===== config.mk =====
export PLATFORM = sky130hd
export DESIGN_NAME = y86_execute_stage
export DESIGN_NICKNAME = d
export VERILOG_FILES = /design/src/rtl/y86_exe_pkg.sv /design/src/rtl/y86_exe_alu.sv /design/src/rtl/y86_execute_stage.sv
export SDC_FILE = /design/constraint.sdc
export NUM_CORES = 1
export LEC_CHECK = 0
export ABC_AREA = 1
export BUFFER_PORTS_ARGS = -buffer_cell sky130_fd_sc_hd__clkbuf_2
export CORE_MARGIN = 10
export CORE_UTILIZATION = 30
export CTS_BUF_LIST = sky130_fd_sc_hd__clkbuf_8
export CTS_CLUSTER_DIAMETER = 30
export DETAILED_ROUTE_END_ITERATION = 7
export GPL_TIMING_DRIVEN = 1
export PLACE_DENSITY = 0.44
export SLEW_MARGIN = 30
export SYNTH_ARGS = -nofsm -noshare
export SYNTH_HDL_FRONTEND = slang
export SYNTH_SLANG_ARGS = --single-unit

===== constraint.sdc =====
create_clock -name clk -period 9 [get_ports clk]
set_clock_uncertainty 0.2 [all_clocks]
set_input_delay 0.9 -clock clk [delete_from_list [all_inputs] [get_ports clk]]
set_output_delay 0.9 -clock clk [all_outputs]
set_load 0.005 [all_outputs]

===== src/rtl/y86_exe_pkg.sv =====
// Shared codes, types and constants for the Y86-64 execute stage.
package y86_exe_pkg;

	localparam logic [3:0] IC_RRMOVQ = 4'd2;
	localparam logic [3:0] IC_IRMOVQ = 4'd3;
	localparam logic [3:0] IC_RMMOVQ = 4'd4;
	localparam logic [3:0] IC_MRMOVQ = 4'd5;
	localparam logic [3:0] IC_OPQ    = 4'd6;
	localparam logic [3:0] IC_JXX    = 4'd7;
	localparam logic [3:0] IC_CALL   = 4'd8;
	localparam logic [3:0] IC_RET    = 4'd9;
	localparam logic [3:0] IC_PUSHQ  = 4'd10;
	localparam logic [3:0] IC_POPQ   = 4'd11;

	localparam logic [3:0] ALU_ADD = 4'd0;
	localparam logic [3:0] ALU_SUB = 4'd1;
	localparam logic [3:0] ALU_AND = 4'd2;
	localparam logic [3:0] ALU_XOR = 4'd3;

	localparam logic [3:0] C_ALWAYS = 4'd0;
	localparam logic [3:0] C_LE     = 4'd1;
	localparam logic [3:0] C_L      = 4'd2;
	localparam logic [3:0] C_E      = 4'd3;
	localparam logic [3:0] C_NE     = 4'd4;
	localparam logic [3:0] C_GE     = 4'd5;
	localparam logic [3:0] C_G      = 4'd6;

	localparam logic [1:0] STAT_AOK = 2'd0;
	localparam logic [3:0] REG_NONE = 4'd15;

	localparam logic [63:0] STACK_DEC = 64'hFFFF_FFFF_FFFF_FFF8;
	localparam logic [63:0] STACK_INC = 64'd8;

	typedef struct packed {
		logic of;
		logic sf;
		logic zf;
	} cc_t;

	localparam cc_t CC_RESET = '{of: 1'b0, sf: 1'b0, zf: 1'b1};

	typedef struct packed {
		logic [63:0] result;
		cc_t         new_cc;
		logic        cond;
	} alu_res_t;

endpackage


===== src/rtl/y86_exe_alu.sv =====
// Operand selection, ALU, new condition codes and branch/cmov condition.
module y86_exe_alu import y86_exe_pkg::*; (
	input  logic [3:0]  icode,
	input  logic [3:0]  ifun,
	input  logic [63:0] val_a,
	input  logic [63:0] val_b,
	input  logic [63:0] val_c,
	input  cc_t         cc,
	output alu_res_t    res
);

	logic [63:0] alu_a;
	logic [63:0] alu_b;
	logic [3:0]  fn;
	logic [63:0] r;
	logic        ovf;
	logic        lt;
	logic        cnd;

	always_comb begin
		unique case (icode)
			IC_RRMOVQ, IC_OPQ:                alu_a = val_a;
			IC_IRMOVQ, IC_RMMOVQ, IC_MRMOVQ:  alu_a = val_c;
			IC_CALL, IC_PUSHQ:                alu_a = STACK_DEC;
			IC_RET, IC_POPQ:                  alu_a = STACK_INC;
			default:                          alu_a = '0;
		endcase
		unique case (icode)
			IC_RMMOVQ, IC_MRMOVQ, IC_OPQ, IC_CALL, IC_PUSHQ, IC_RET, IC_POPQ: alu_b = val_b;
			default: alu_b = '0;
		endcase
	end

	assign fn = (icode == IC_OPQ) ? ifun : ALU_ADD;

	always_comb begin
		unique case (fn)
			ALU_SUB: begin
				r   = alu_b - alu_a;
				ovf = (alu_a[63] ^ alu_b[63]) & (alu_b[63] ^ r[63]);
			end
			ALU_AND: begin
				r   = alu_a & alu_b;
				ovf = 1'b0;
			end
			ALU_XOR: begin
				r   = alu_a ^ alu_b;
				ovf = 1'b0;
			end
			default: begin
				r   = alu_a + alu_b;
				ovf = ~(alu_a[63] ^ alu_b[63]) & (alu_a[63] ^ r[63]);
			end
		endcase
	end

	assign lt = cc.sf ^ cc.of;

	always_comb begin
		unique case (ifun)
			C_ALWAYS: cnd = 1'b1;
			C_LE:     cnd = lt | cc.zf;
			C_L:      cnd = lt;
			C_E:      cnd = cc.zf;
			C_NE:     cnd = ~cc.zf;
			C_GE:     cnd = ~lt;
			C_G:      cnd = ~lt & ~cc.zf;
			default:  cnd = 1'b0;
		endcase
	end

	assign res.result    = r;
	assign res.new_cc.zf = (r == '0);
	assign res.new_cc.sf = r[63];
	assign res.new_cc.of = ovf;
	assign res.cond      = cnd & ((icode == IC_JXX) | (icode == IC_RRMOVQ));

endmodule


===== src/rtl/y86_execute_stage.sv =====
// Top level of the Y86-64 execute stage: input register, ALU and result register.
//
//  channel | handshake              | payload
//  --------+------------------------+-------------------------------------------------
//  in      | in_valid / in_ready    | stat icode ifun val_a val_b val_c dest_e dest_m
//          |                        | mem_stage_stat wb_stage_stat
//  out     | out_valid / out_ready  | out_stat out_icode cond_true alu_result out_val_a
//          |                        | out_dest_e out_dest_m bubble_next
//
// One item per cycle unless out_ready stalls; out_valid is the result register's valid.
// The condition-code register updates when an OPq leaves the input register and no later
// stage has an exception, so the next item sees the new flags in the following cycle.
// Reset clears both valid bits and sets the condition codes to zero-flag only.
// A stall on the output holds the result register and then the input register in turn.
module y86_execute_stage import y86_exe_pkg::*; (
	input  logic        clk,
	input  logic        arst_n,
	input  logic        in_valid,
	output logic        in_ready,
	input  logic [1:0]  stat,
	input  logic [3:0]  icode,
	input  logic [3:0]  ifun,
	input  logic [63:0] val_a,
	input  logic [63:0] val_b,
	input  logic [63:0] val_c,
	input  logic [3:0]  dest_e,
	input  logic [3:0]  dest_m,
	input  logic [1:0]  mem_stage_stat,
	input  logic [1:0]  wb_stage_stat,
	output logic        out_valid,
	input  logic        out_ready,
	output logic [1:0]  out_stat,
	output logic [3:0]  out_icode,
	output logic        cond_true,
	output logic [63:0] alu_result,
	output logic [63:0] out_val_a,
	output logic [3:0]  out_dest_e,
	output logic [3:0]  out_dest_m,
	output logic        bubble_next
);

	logic        valid_s1;
	logic [1:0]  stat_s1;
	logic [3:0]  icode_s1;
	logic [3:0]  ifun_s1;
	logic [63:0] val_a_s1;
	logic [63:0] val_b_s1;
	logic [63:0] val_c_s1;
	logic [3:0]  dest_e_s1;
	logic [3:0]  dest_m_s1;
	logic        except_s1;

	logic        valid_s2;
	cc_t         cc_q;
	alu_res_t    res;
	logic        s2_free;
	logic        adv_s1;

	assign s2_free  = ~valid_s2 | out_ready;
	assign adv_s1   = valid_s1 & s2_free;
	assign in_ready = ~valid_s1 | s2_free;

	always_ff @(posedge clk or negedge arst_n) begin
		if (!arst_n) begin
			valid_s1 <= 1'b0;
		end else if (in_ready) begin
			valid_s1 <= in_valid;
		end
	end

	always_ff @(posedge clk) begin
		if (in_valid && in_ready) begin
			stat_s1   <= stat;
			icode_s1  <= icode;
			ifun_s1   <= ifun;
			val_a_s1  <= val_a;
			val_b_s1  <= val_b;
			val_c_s1  <= val_c;
			dest_e_s1 <= dest_e;
			dest_m_s1 <= dest_m;
			except_s1 <= (mem_stage_stat != STAT_AOK) | (wb_stage_stat != STAT_AOK);
		end
	end

	y86_exe_alu u_alu (
		.icode (icode_s1),
		.ifun  (ifun_s1),
		.val_a (val_a_s1),
		.val_b (val_b_s1),
		.val_c (val_c_s1),
		.cc    (cc_q),
		.res   (res)
	);

	// Flags are committed only as the OPq transfers into the result register.
	always_ff @(posedge clk or negedge arst_n) begin
		if (!arst_n) begin
			cc_q <= CC_RESET;
		end else if (adv_s1 && icode_s1 == IC_OPQ && !except_s1) begin
			cc_q <= res.new_cc;
		end
	end

	always_ff @(posedge clk or negedge arst_n) begin
		if (!arst_n) begin
			valid_s2 <= 1'b0;
		end else if (s2_free) begin
			valid_s2 <= valid_s1;
		end
	end

	always_ff @(posedge clk) begin
		if (adv_s1) begin
			out_stat    <= stat_s1;
			out_icode   <= icode_s1;
			cond_true   <= res.cond;
			alu_result  <= res.result;
			out_val_a   <= val_a_s1;
			out_dest_e  <= (icode_s1 == IC_RRMOVQ && !res.cond) ? REG_NONE : dest_e_s1;
			out_dest_m  <= dest_m_s1;
			bubble_next <= except_s1;
		end
	end

	assign out_valid = valid_s2;

endmodule


==> qor.yml <==
status: "completed"
synth_top_cell_by_area: "edfxtp_1"
insertion_delay_ns: 0.75
firstDrtPassIters: 6
final-instance-count-excl-fill: 5373
io_pins: 364
core_um2: 87000
vias: 26000
slew_headroom_pct: 29.3
ys_warn_count: 0
min_from: "val_b[24]"
grt.total_usage_pct: 24.2
drt_iter0_drc: 2504
via_per_inst: 4.85
fp.dieW_um: 317
cts_buffer_depth: 3
nNetsFinal: 4502
rsz0062_at_grt: "no"
rows: 108
die_h_um: 317
synth.area.top_cells: "edfxtp_1 (40%), nand2_1 (18%), inv_1 (12%)"
async_flop_share_pct: 1.39
synthesis.nets: 4098
p_per_area_nw_per_um2: 206
cp_slowest_stage_delay_ns: 0.56
worst_slew_pin_slew_ns: 1.06
synth-main-ff-cell: "edfxtp_1"
critPathLaunchType: "flop"
finalSetupViolCount: 0
route.detailed.drc: 0
fin_crit_ns: 6.06
overflow: 0
place.gp.congestion: 1.03
worstSetupStartpoint: "icode_s1[2]"
period_share_pct: 67.3
drive_gt1_share_pct: 13.5
drt-total-wl_um: 124000
crit_arrival_ns: 6.54
cap_violations: 0
slew_viol_final: 0
postCtsSetupRepairBufs: 0
grt_pass1_wl_um: 175000
cts_buffers: 93
end_kind: "flop"
wl_per_cell_um: 23.1
r2r-start: "icode_s1[2]"
cp.required_ns: 9.48
grt_max_degree: 84
synth_seq_area_share_pct: 40.9
clk_transition_reported_paths_ns: 0.06
peakVddDrop_uv: 158
synth_cells: 3736
hold_path_class: "in2reg"
ys_types: 52
fin_setup_tns_ns: 0
hold_viol: 0
path_delay_family: "simple AND/OR/NAND/NOR gates"
netlist.area_leader.share_pct: 40.4
grt_antenna_before_repair: 9
routed-wl-met2_um: 54100
path_cells: "a21oi_1 > nand2_1 > inv_2 > buf_4 > a22o_1 > ha_1 > inv_1 > fa_1 > inv_1 > nand2_1 > nand2_1 > nand3_1 > nand2_1 > nand2_1 > nand2_1 > nand2_1 > nand2_1 > xor2_1 > a21oi_1 > nand3_1 > nor2_1 > nand3_1 > o21bai_2"
synth.avg_cell_area_um2: 7.06
critical_path.max_fanout: 37
timing.fmax_ghz: 0.165
crit_slowest_cell: "buf_4"
h-tree-depth: 3
numPortBuffers: 363
final_util_pct: 36.3
fill_cells: 9642
ctsResizeCount: 0
drtAntennaViolNets: 0
initial_core_util_pct: 30.3
critPathKind: "reg2reg"
die_area_um2: 100000
cts_tree: "yes"
synth_area_um2: 26400
synth_edf_count: 355
cts-root-buf: "clkbuf_8"
wl_met3_um: 10200
crit_path_frequent_cell: "nand2_1"
clock-sinks: 360
critPathBufInv: 4
leakage_uw: 0.0166
area.growth.synth_to_final_pct: 19.8
wl_met1_um: 56600
top_layer_used: "met5"
dp_hpwl_um: 103000
ys_ff_latch: 360
grt_pass1_vias: 25200
dp_cells: 5198
[flip-flops by register name, indices dropped and copies added (netlist names)]
register / count
out_dest_e: 4
out_valid: 1
out_stat: 2
val_c_s1: 64
alu_result: 64
val_b_s1: 64
out_dest_m: 4
dest_e_s1: 4
out_val_a: 64
val_a_s1: 64
icode_s1: 4
except_s1: 1
dest_m_s1: 4
bubble_next: 1
out_icode: 4
cond_true: 1
stat_s1: 2
valid_s1: 1
cc_q: 3
ifun_s1: 4
[timing repair]
action | 4_1_cts | 5_1_grt
endpoints found under the hold margin | 4 | 0
endpoints found under the setup margin | 0 | 0
hold buffers | 1 | 0
[area by class of cell]
cell class,instances,area [um2],area share [%]
diodes,3,7.51,0.0238
clock buffers,93,1280,4.05
clock inverters,77,818,2.59
inverters,851,3210,10.1
multi-input cells,2451,12100,38.2
flip-flops and latches,360,10800,34.1
well taps,1155,1450,4.57
repair buffers,383,1990,6.30
[metal layers]
layer / GRT usage, % / up-vias
li1: - / 12600
met1: 34.2 / 12200
met2: 37.1 / 1063
met3: 5.17 / 166
met4: 6.28 / 12
met5: 0 / -
[Yosys cell counts (4+ instances only)]
| master | n |
|---|---|
| nand2_1 | 1256 |
| inv_1 | 845 |
| edfxtp_1 | 355 |
| nor2_1 | 345 |
| nand3_1 | 238 |
| ha_1 | 142 |
| a21oi_1 | 135 |
| a221oi_1 | 64 |
| o21ai_0 | 49 |
| nand4_1 | 44 |
| o22ai_1 | 44 |
| buf_2 | 35 |
| clkbuf_1 | 29 |
| nor3_1 | 28 |
| nand3b_1 | 23 |
| o21bai_1 | 9 |
| xor2_1 | 8 |
| inv_2 | 6 |
| nand2_2 | 6 |
| a221oi_2 | 5 |
| buf_4 | 5 |
| nor2_2 | 5 |
| nor3_2 | 5 |
| o21ai_1 | 5 |
| buf_6 | 4 |
| dfrtp_1 | 4 |
| nor4_1 | 4 |
[logic make-up after synthesis]
kind of cell | after synthesis | synth area share [%]
compound gates | 324 | 7.71
xor+xnor | 10 | 0.332
fa+ha+maj | 144 | 6.89
buf+inv | 925 | 13.5
flops | 360 | 40.9
simple gates | 1973 | 30.7
[where the power goes]
group / total, uW / internal (uW) / leakage [uW] / switching [uW]
Combinational: 2040 / 553 / 0.0120 / 1490
Sequential: 2160 / 2090 / 0.00349 / 71.0
Clock: 2310 / 1440 / 0.00109 / 874
Total: 6520 / 4080 / 0.0166 / 2430
[cells in the final DEF, fill, tap and decap left out, types with 5 or more instances in the layout]
master	netlist	layout
a21oi_1	135	134
a221oi_1	64	64
a221oi_2	5	5
buf_4	5	18
bufinv_16	0	16
clkbuf_2	1	363
clkbuf_8	0	93
clkinv_1	0	18
clkinv_2	0	19
clkinvlp_4	0	8
edfxtp_1	355	355
ha_1	142	142
inv_1	845	852
inv_2	6	6
nand2_1	1256	1256
nand2_2	6	6
nand3_1	238	237
nand3b_1	23	23
nand4_1	44	44
nor2_1	345	344
nor3_1	28	27
nor3_2	5	6
o21ai_0	49	49
o21ai_1	5	5
o21bai_1	9	9
o22ai_1	44	44
xor2_1	8	8
[path summary, 6_finish.rpt]
| path | endpoint | slack (ns) | cells after the start |
|---|---|---|---|
| min reg2reg | out_stat[0] | 0.21 | 0 |
| min | val_b_s1[24] | 0.13 | 1 |
| min in group asynchronous | valid_s1 | 0.44 | 2 |
| max reg2reg | cc_q[0] | 2.94 | 23 |
| max | cc_q[0] | 2.94 | 23 |
| max in group asynchronous | cc_q[0] | 7.88 | 2 |
[through the flow]
step	area, um2	total power, uW	hold WS (ns)	setup WS (ns)
2_1_floorplan	26400	3350	0.200	3.03
3_3_place_gp	29500	4200	0.203	3.01
3_5_place_dp	29500	4190	0.205	3.03
4_1_cts	31600	6550	0.0615	3.00
5_1_grt	31600	6890	0.0706	2.48
6_report	31600	6520	0.133	2.94
(Power assumes the default switching activity.)
